--- src/design/psimp_pkg.sv ---
// ----------------------------------------------------------------------------
// psimp_pkg
// shared types and constants of the polyline simplifier
// ----------------------------------------------------------------------------
package psimp_pkg;

   localparam int unsigned FieldBits  = 12;
   localparam int unsigned IndexBits  = 6;
   localparam int unsigned StatusBits = 2;

   localparam logic [1:0] STATUS_OK       = 2'd0;
   localparam logic [1:0] STATUS_TOO_FEW  = 2'd1;
   localparam logic [1:0] STATUS_OVERFLOW = 2'd2;

   localparam logic [15:0] TOL_RESET = 16'd32;

   // register byte addresses
   localparam logic [1:0] ADDR_TOLERANCE = 2'd0;

   typedef struct packed {
      logic [FieldBits-1:0] px;
      logic [FieldBits-1:0] py;
      logic                 final_point;
   } req_beat_type;

   typedef struct packed {
      logic [FieldBits-1:0]  kept_x;
      logic [FieldBits-1:0]  kept_y;
      logic [IndexBits-1:0]  source_index;
      logic                  end_of_run;
      logic [StatusBits-1:0] status;
   } rsp_beat_type;

endpackage

--- src/design/psimp_mac.sv ---
// ----------------------------------------------------------------------------
// psimp_mac
// shared multiplier with accumulate, one product per cycle while enable is high, registered
// ----------------------------------------------------------------------------
module psimp_mac import psimp_pkg::*; #(
   parameter int unsigned W = 34
) (
   input  logic                  clock,
   input  logic                  clear,
   input  logic                  enable,
   input  logic                  subtract,
   input  logic signed [W/2:0]   op_a,
   input  logic signed [W/2:0]   op_b,
   output logic signed [W+1:0]   acc
);

   logic signed [W+1:0] acc_ff, acc_in;
   logic signed [W+1:0] prod;

   always_comb begin
      prod = (W+2)'(op_a * op_b);
      acc_in = acc_ff;
      if (enable) begin
         acc_in = (clear ? '0 : acc_ff) + (subtract ? -prod : prod);
      end
   end

   always_ff @(posedge clock) begin
      acc_ff <= acc_in;
   end

   assign acc = acc_ff;

endmodule

--- config.mk ---
export PLATFORM = sky130hd
export DESIGN_NAME = psimp_mac
export DESIGN_NICKNAME = d
export VERILOG_FILES = /design/src/design/psimp_pkg.sv /design/src/design/psimp_mac.sv
export SDC_FILE = /design/constraint.sdc
export NUM_CORES = 1
export LEC_CHECK = 0
export BUFFER_PORTS_ARGS = -buffer_cell sky130_fd_sc_hd__buf_2
export CORE_ASPECT_RATIO = 1.5
export CORE_MARGIN = 2
export CORE_UTILIZATION = 32
export CTS_CLUSTER_DIAMETER = 60
export CTS_CLUSTER_SIZE = 20
export DETAILED_ROUTE_END_ITERATION = 16
export GPL_TIMING_DRIVEN = 0
export PLACE_DENSITY = 0.56
export SETUP_SLACK_MARGIN = 0.1
export SLEW_MARGIN = 25
export SYNTH_ARGS = -nofsm -noshare
export SYNTH_HDL_FRONTEND = slang
export SYNTH_SLANG_ARGS = --single-unit
--- constraint.sdc ---
create_clock -name clock -period 10.1 [get_ports clock]
set_clock_uncertainty 0.15 [all_clocks]
set_input_delay 0.505 -clock clock [delete_from_list [all_inputs] [get_ports clock]]
set_output_delay 0.505 -clock clock [all_outputs]
set_load 0.005 [all_outputs]
### Word level (Yosys, flattened, before mapping)

Index checks and enable logic that the tools add are counted.

| cells by class | value |
|---|---|
| $add $sub $neg | 2 |
| multiply operators | 1 |
| muxes and demuxes | 2 |

Operators with widths:

| operator | number |
|---|---|
| 2-to-1 mux 36 bit | 2 |
| adder 36 bit | 1 |
| multiplier 18 x 18 -> 36 bit | 1 |
| negator 36 bit | 1 |

| storage, ports and cells | value |
|---|---|
| register bits after elaboration | 36 |
| input bits | 40 |
| output and inout port bits | 36 |
| word-level logic and storage cells | 6 |

### Longest topological paths before layout

| logic depth | value |
|---|---|
| depth in word-level cells | 4 |
| depth in mapped cells | 37 |
| gate-level depth less buffers | 34 |

### Least setup slack after synthesis

Ideal clock, no wire load.

| timing path | value |
|---|---|
| kind | in2reg |
| start | input port op_b[9] |
| end | register acc_ff[35] (netlist: acc[35]), data pin |
| library setup time | 0.268 ns |
| data arrival time | 8.642 ns |
| required time | 9.682 ns |
| slack | 1.040 ns |
| stages on the path | 37 |
| buffers on the path | 4 |
| cell sequence | clkbuf_1 -> clkbuf_1 -> nand2_1 -> fa_1 -> inv_1 -> fa_1 -> inv_1 -> fa_1 -> inv_1 -> fa_1 -> fa_1 -> inv_1 -> fa_1 -> inv_1 -> ha_1 -> clkbuf_1 -> and2_1 -> and3_1 -> nand4_1 -> a21oi_1 -> or3_1 -> a221oi_4 -> nand4_1 -> o21ai_0 -> xor2_1 -> ha_1 -> clkbuf_1 -> a211o_1 -> a21oi_1 -> o211ai_1 -> nand2b_1 -> a32oi_1 -> a311o_1 -> a31oi_1 -> o21bai_1 -> xnor2_1 -> xnor3_1 |

| on the way | value |
|---|---|
| word-level cells in the longest chain between the ends | 4 |

Ends and longest elaborated chain:

| item | line | text |
|---|---|---|
| start, declared | psimp_mac.sv:13 | `input logic signed [W/2:0] op_b,` |
| multiplier 18 x 18 -> 36 bit * | psimp_mac.sv:21 | `prod = (W+2)'(op_a * op_b);` |
| negator 36 bit | psimp_mac.sv:24 | `acc_in = (clear ? '0 : acc_ff) + (subtract ? -prod : prod);` |
| 2-to-1 mux 36 bit * | psimp_mac.sv:24 |  |
| adder 36 bit * | psimp_mac.sv:24 |  |
| end signal, assigned | psimp_mac.sv:29 | `acc_ff <= acc_in;` |
| end, declared | psimp_mac.sv:17 | `logic signed [W+1:0] acc_ff, acc_in;` |

Every way passes the cells marked *; elsewhere a longest branch is shown, timed or not.
A chain may end at the register's enable or synchronous reset.

### Worst setup path in the final report

| timing path | value |
|---|---|
| start | input port op_a[8] |
| end | register acc_ff[35] (netlist: acc[35]), data pin |

| on the way | value |
|---|---|
| word-level cells in the longest chain between the ends | 4 |

Ends and longest elaborated chain:

| item | line | text |
|---|---|---|
| start, declared | psimp_mac.sv:12 | `input logic signed [W/2:0] op_a,` |
| multiplier 18 x 18 -> 36 bit * | psimp_mac.sv:21 |  |
| negator 36 bit | psimp_mac.sv:24 |  |
| 2-to-1 mux 36 bit * | psimp_mac.sv:24 |  |
| adder 36 bit * | psimp_mac.sv:24 |  |

Marked as above.

==> out/qor.json <==
{
  "critical_path": {
    "timing.critical_path.max_delay_family": "adder cells",
    "worst_path_arrival_time_ns": 9.47,
    "cp.required_ns": 9.99,
    "timing.critical_path.mode_cell": "sky130_fd_sc_hd__fa_1",
    "worst-setup-path-type": "in2reg",
    "critical_path.startpoint_type": "input port",
    "slowest_stage": "sky130_fd_sc_hd__fa_1",
    "timing.critical_path.slowest_cell_delay_ns": 0.55,
    "critical_path_buf_inv_count": 6,
    "endpoint_kind": "flop",
    "critical_path_peak_fanout": 10
  },
  "final_layout": {
    "antenna_cells": 0,
    "n_fill_cell": 5216,
    "finish.utilization_pct": 35.0,
    "share_of_cells_above_drive_strength_1_pct": 7.88,
    "synthToLayoutAreaGrowth_pct": 8.75,
    "fin_area_um2": 17700,
    "fin_nets": 2377,
    "largest_reg_flops": 36
  },
  "synth": {
    "synth.ff_latch_count": 36,
    "synth_compound_area_share_pct": 9.51,
    "synth_largest_type_area_fraction_pct": 40.7,
    "asyncSetResetFlopFracSynth_pct": 0,
    "cell_taking_the_most_area_after_synthesis": "sky130_fd_sc_hd__fa_1",
    "netlist_area_um2": 16200,
    "synth_fp_nets": 2308,
    "synthTopCellsByCount": "sky130_fd_sc_hd__inv_1 (372), sky130_fd_sc_hd__fa_1 (330), sky130_fd_sc_hd__nand2_1 (195)",
    "largest_family_of_logic_cells_by_synthesized_area": "adder cells",
    "postSynthCellCount": 1809,
    "synth.area.mux_share_pct": 0.123,
    "synth_edf_count": 36,
    "post-synth-top-count-cell": "sky130_fd_sc_hd__inv_1",
    "synth-seq-area-share_pct": 6.66,
    "netlist_top_cells_area": "sky130_fd_sc_hd__fa_1 (41%), sky130_fd_sc_hd__ha_1 (9.9%), sky130_fd_sc_hd__inv_1 (8.6%), sky130_fd_sc_hd__edfxtp_1 (6.7%), sky130_fd_sc_hd__and2_1 (6.5%)",
    "synthAdderAreaFrac_pct": 50.6,
    "syn-mean-instance-area_um2": 8.98,
    "yosys.area_share.xor_xnor_pct": 5.10,
    "yosys_warnings": 0,
    "synth.distinct_cells": 77,
    "ys.flop_type": "sky130_fd_sc_hd__edfxtp_1",
    "synth_simple_gate_area_share_pct": 17.9
  },
  "grt": {
    "track_usage_pct": 18.2,
    "grt_start_max_net_pins": 37,
    "grt-ovfl-total": 0,
    "vias_in_the_first_global_route": 13900,
    "antenna_violations_before_repair": 0,
    "grt_pass1_wl_um": 74500
  },
  "route": {
    "detail_route.iter0.violations": 347,
    "final_antenna_net_count": 0,
    "routed_wire_length_per_instance_um": 17.7,
    "highest_layer": "met4",
    "drcViolationCount": 0,
    "vias_per_cell": 4.86,
    "drt-total-wl_um": 45000,
    "wl_met1_um": 16700,
    "drt_pre_antenna_iters": 5,
    "met2_wirelength_um": 24900,
    "met3_length_um": 1290,
    "vias": 12400
  },
  "die": {
    "coreArea_um2": 50400,
    "initial_core_util_pct": 32.2,
    "die_wd_um": 188,
    "floorplan.die_area_um2": 52600,
    "fp-row-count": 101,
    "io-pin-count": 76,
    "dieHeight_um": 280
  },
  "clock_network": {
    "cts.htree.levels": 2,
    "clock_tree.buffer_depth": 2,
    "clock-root-buffer": "sky130_fd_sc_hd__clkbuf_16",
    "cts_hold_buf": 0,
    "cts_tree": "yes",
    "clock-sinks": 36,
    "worst_skew_pair.late_latency_ns": 0.30,
    "clkSlewWorstSetupHoldPaths_ns": 0.06,
    "cts_made_buffers": 5
  },
  "hold_path": {
    "hold_path.class": "reg2reg"
  },
  "placement": {
    "hpwlAfterDp_um": 39800,
    "place_area_um2": 17400,
    "gp_congestion": 0.912,
    "io_buffer_count": 68
  },
  "sta": {
    "final-max-slew-violation-count": 0,
    "worst_margin_slew_ns": 0.886,
    "min_period_ns": 9.58,
    "period_share_pct": 94.8,
    "tns_ns": 0,
    "timing.final.hold_violations": 0,
    "fin_worst_hold_slack_ns": 0.572,
    "number_of_setup_violations_in_the_final_report": 0,
    "fmax_ghz": 0.104,
    "rsz_0062_raised_after_global_routing": "false",
    "max_slew_margin_pct": 41.0
  },
  "run_status": {
    "run_status": "finished, final reports clean"
  },
  "run": {
    "cap_viol_max_count": 0
  }
}
[metrics by stage]
step / setup slack (ns) / std cells
after CTS: 0.128 / 2552
after detailed placement: -0.703 / 2546
after global routing: 0.111 / 2548
final: 0.523 / 2548
after floorplan: 1.04 / 1809
after global placement: -0.742 / 2546
[cell type report]
type | instances | area, µm² | share of cell area, %
plain buffers | 52 | 290 | 1.64
clock buffers | 5 | 125 | 0.709
clock inverters | 3 | 13.8 | 0.0779
inverters | 373 | 1400 | 7.93
multi-input cells | 1341 | 13600 | 76.8
flip-flops and latches | 36 | 1080 | 6.12
well taps | 669 | 837 | 4.74
repair buffers | 69 | 348 | 1.97
[cells by family (layout without fill, tap and decap cells)]
kind of cell	after synthesis	count (layout)
flip-flops	36	36
adder cells (fa/ha/maj)	459	459
AO/OA/AOI/OAI	229	229
XOR/XNOR	93	93
buffers and inverters	432	502
AND/OR/NAND/NOR	558	558
multiplexers	2	2
[timing repair]
| action | CTS | global route |
|---|---|---|
| pin swaps | 0 | 1 |
| setup endpoints to repair | 3 | 3 |
| buffers inserted | 0 | 1 |
| gates resized for setup | 17 | 88 |
| hold endpoints to repair | 0 | 0 |
[worst paths after layout]
kind / end / slack [ns] / depth (start not counted) / startpoint
max: acc[35] / 0.52 / 32 / op_a[8]
min: acc[0] / 0.57 / 2 / acc[0]
max reg2reg: acc[28] / 5.96 / 13 / acc[0]
min reg2reg: acc[0] / 0.57 / 2 / acc[0]
[worst register-to-register path, stage by stage (launching register included)]
cell                       delay [ns]
sky130_fd_sc_hd__edfxtp_1        0.38
sky130_fd_sc_hd__nor2b_1         0.15
sky130_fd_sc_hd__ha_1            0.25
sky130_fd_sc_hd__fa_1            0.46
sky130_fd_sc_hd__a21o_1          0.17
sky130_fd_sc_hd__a21o_1          0.20
sky130_fd_sc_hd__a211oi_1        0.24
sky130_fd_sc_hd__nor2_1          0.12
sky130_fd_sc_hd__a22oi_1         0.46
sky130_fd_sc_hd__o31a_1          0.26
sky130_fd_sc_hd__o21ai_0         0.09
sky130_fd_sc_hd__a21oi_1         0.34
sky130_fd_sc_hd__or4b_2          0.63
sky130_fd_sc_hd__nand4_1         0.11
[routing by layer]
layer | vias up | GRT usage (%)
met2 | 251 | 35.7
met5 | - | 0
met1 | 6269 | 19.7
met4 | 0 | 8.04
met3 | 88 | 1.22
li1 | 5775 | -
[cells in the final DEF (no fill, tap or decap), types with 8 or more instances in the layout]
master and count:
sky130_fd_sc_hd__a211oi_1 9, sky130_fd_sc_hd__ha_1 128, sky130_fd_sc_hd__inv_1 372, sky130_fd_sc_hd__clkbuf_4 11
sky130_fd_sc_hd__a21oi_1 52, sky130_fd_sc_hd__clkbuf_1 15, sky130_fd_sc_hd__or2_2 8, sky130_fd_sc_hd__nand2b_1 17
sky130_fd_sc_hd__a31oi_1 8, sky130_fd_sc_hd__buf_2 70, sky130_fd_sc_hd__nor2b_1 40, sky130_fd_sc_hd__nor2_1 47
sky130_fd_sc_hd__clkbuf_2 17, sky130_fd_sc_hd__o31ai_1 13, sky130_fd_sc_hd__fa_1 330, sky130_fd_sc_hd__o21ai_0 50
sky130_fd_sc_hd__o21a_1 13, sky130_fd_sc_hd__and2_1 169, sky130_fd_sc_hd__nand4_1 8, sky130_fd_sc_hd__nor3_1 18
sky130_fd_sc_hd__xor2_1 18, sky130_fd_sc_hd__nand2_1 195, sky130_fd_sc_hd__edfxtp_1 36, sky130_fd_sc_hd__nand3_1 14
sky130_fd_sc_hd__xnor2_1 73, sky130_fd_sc_hd__o21bai_1 8, sky130_fd_sc_hd__a21o_1 20
Power is left out: the tool's default activity adds up to more than one toggle a clock period on the data nets, which glitch-free logic cannot reach.
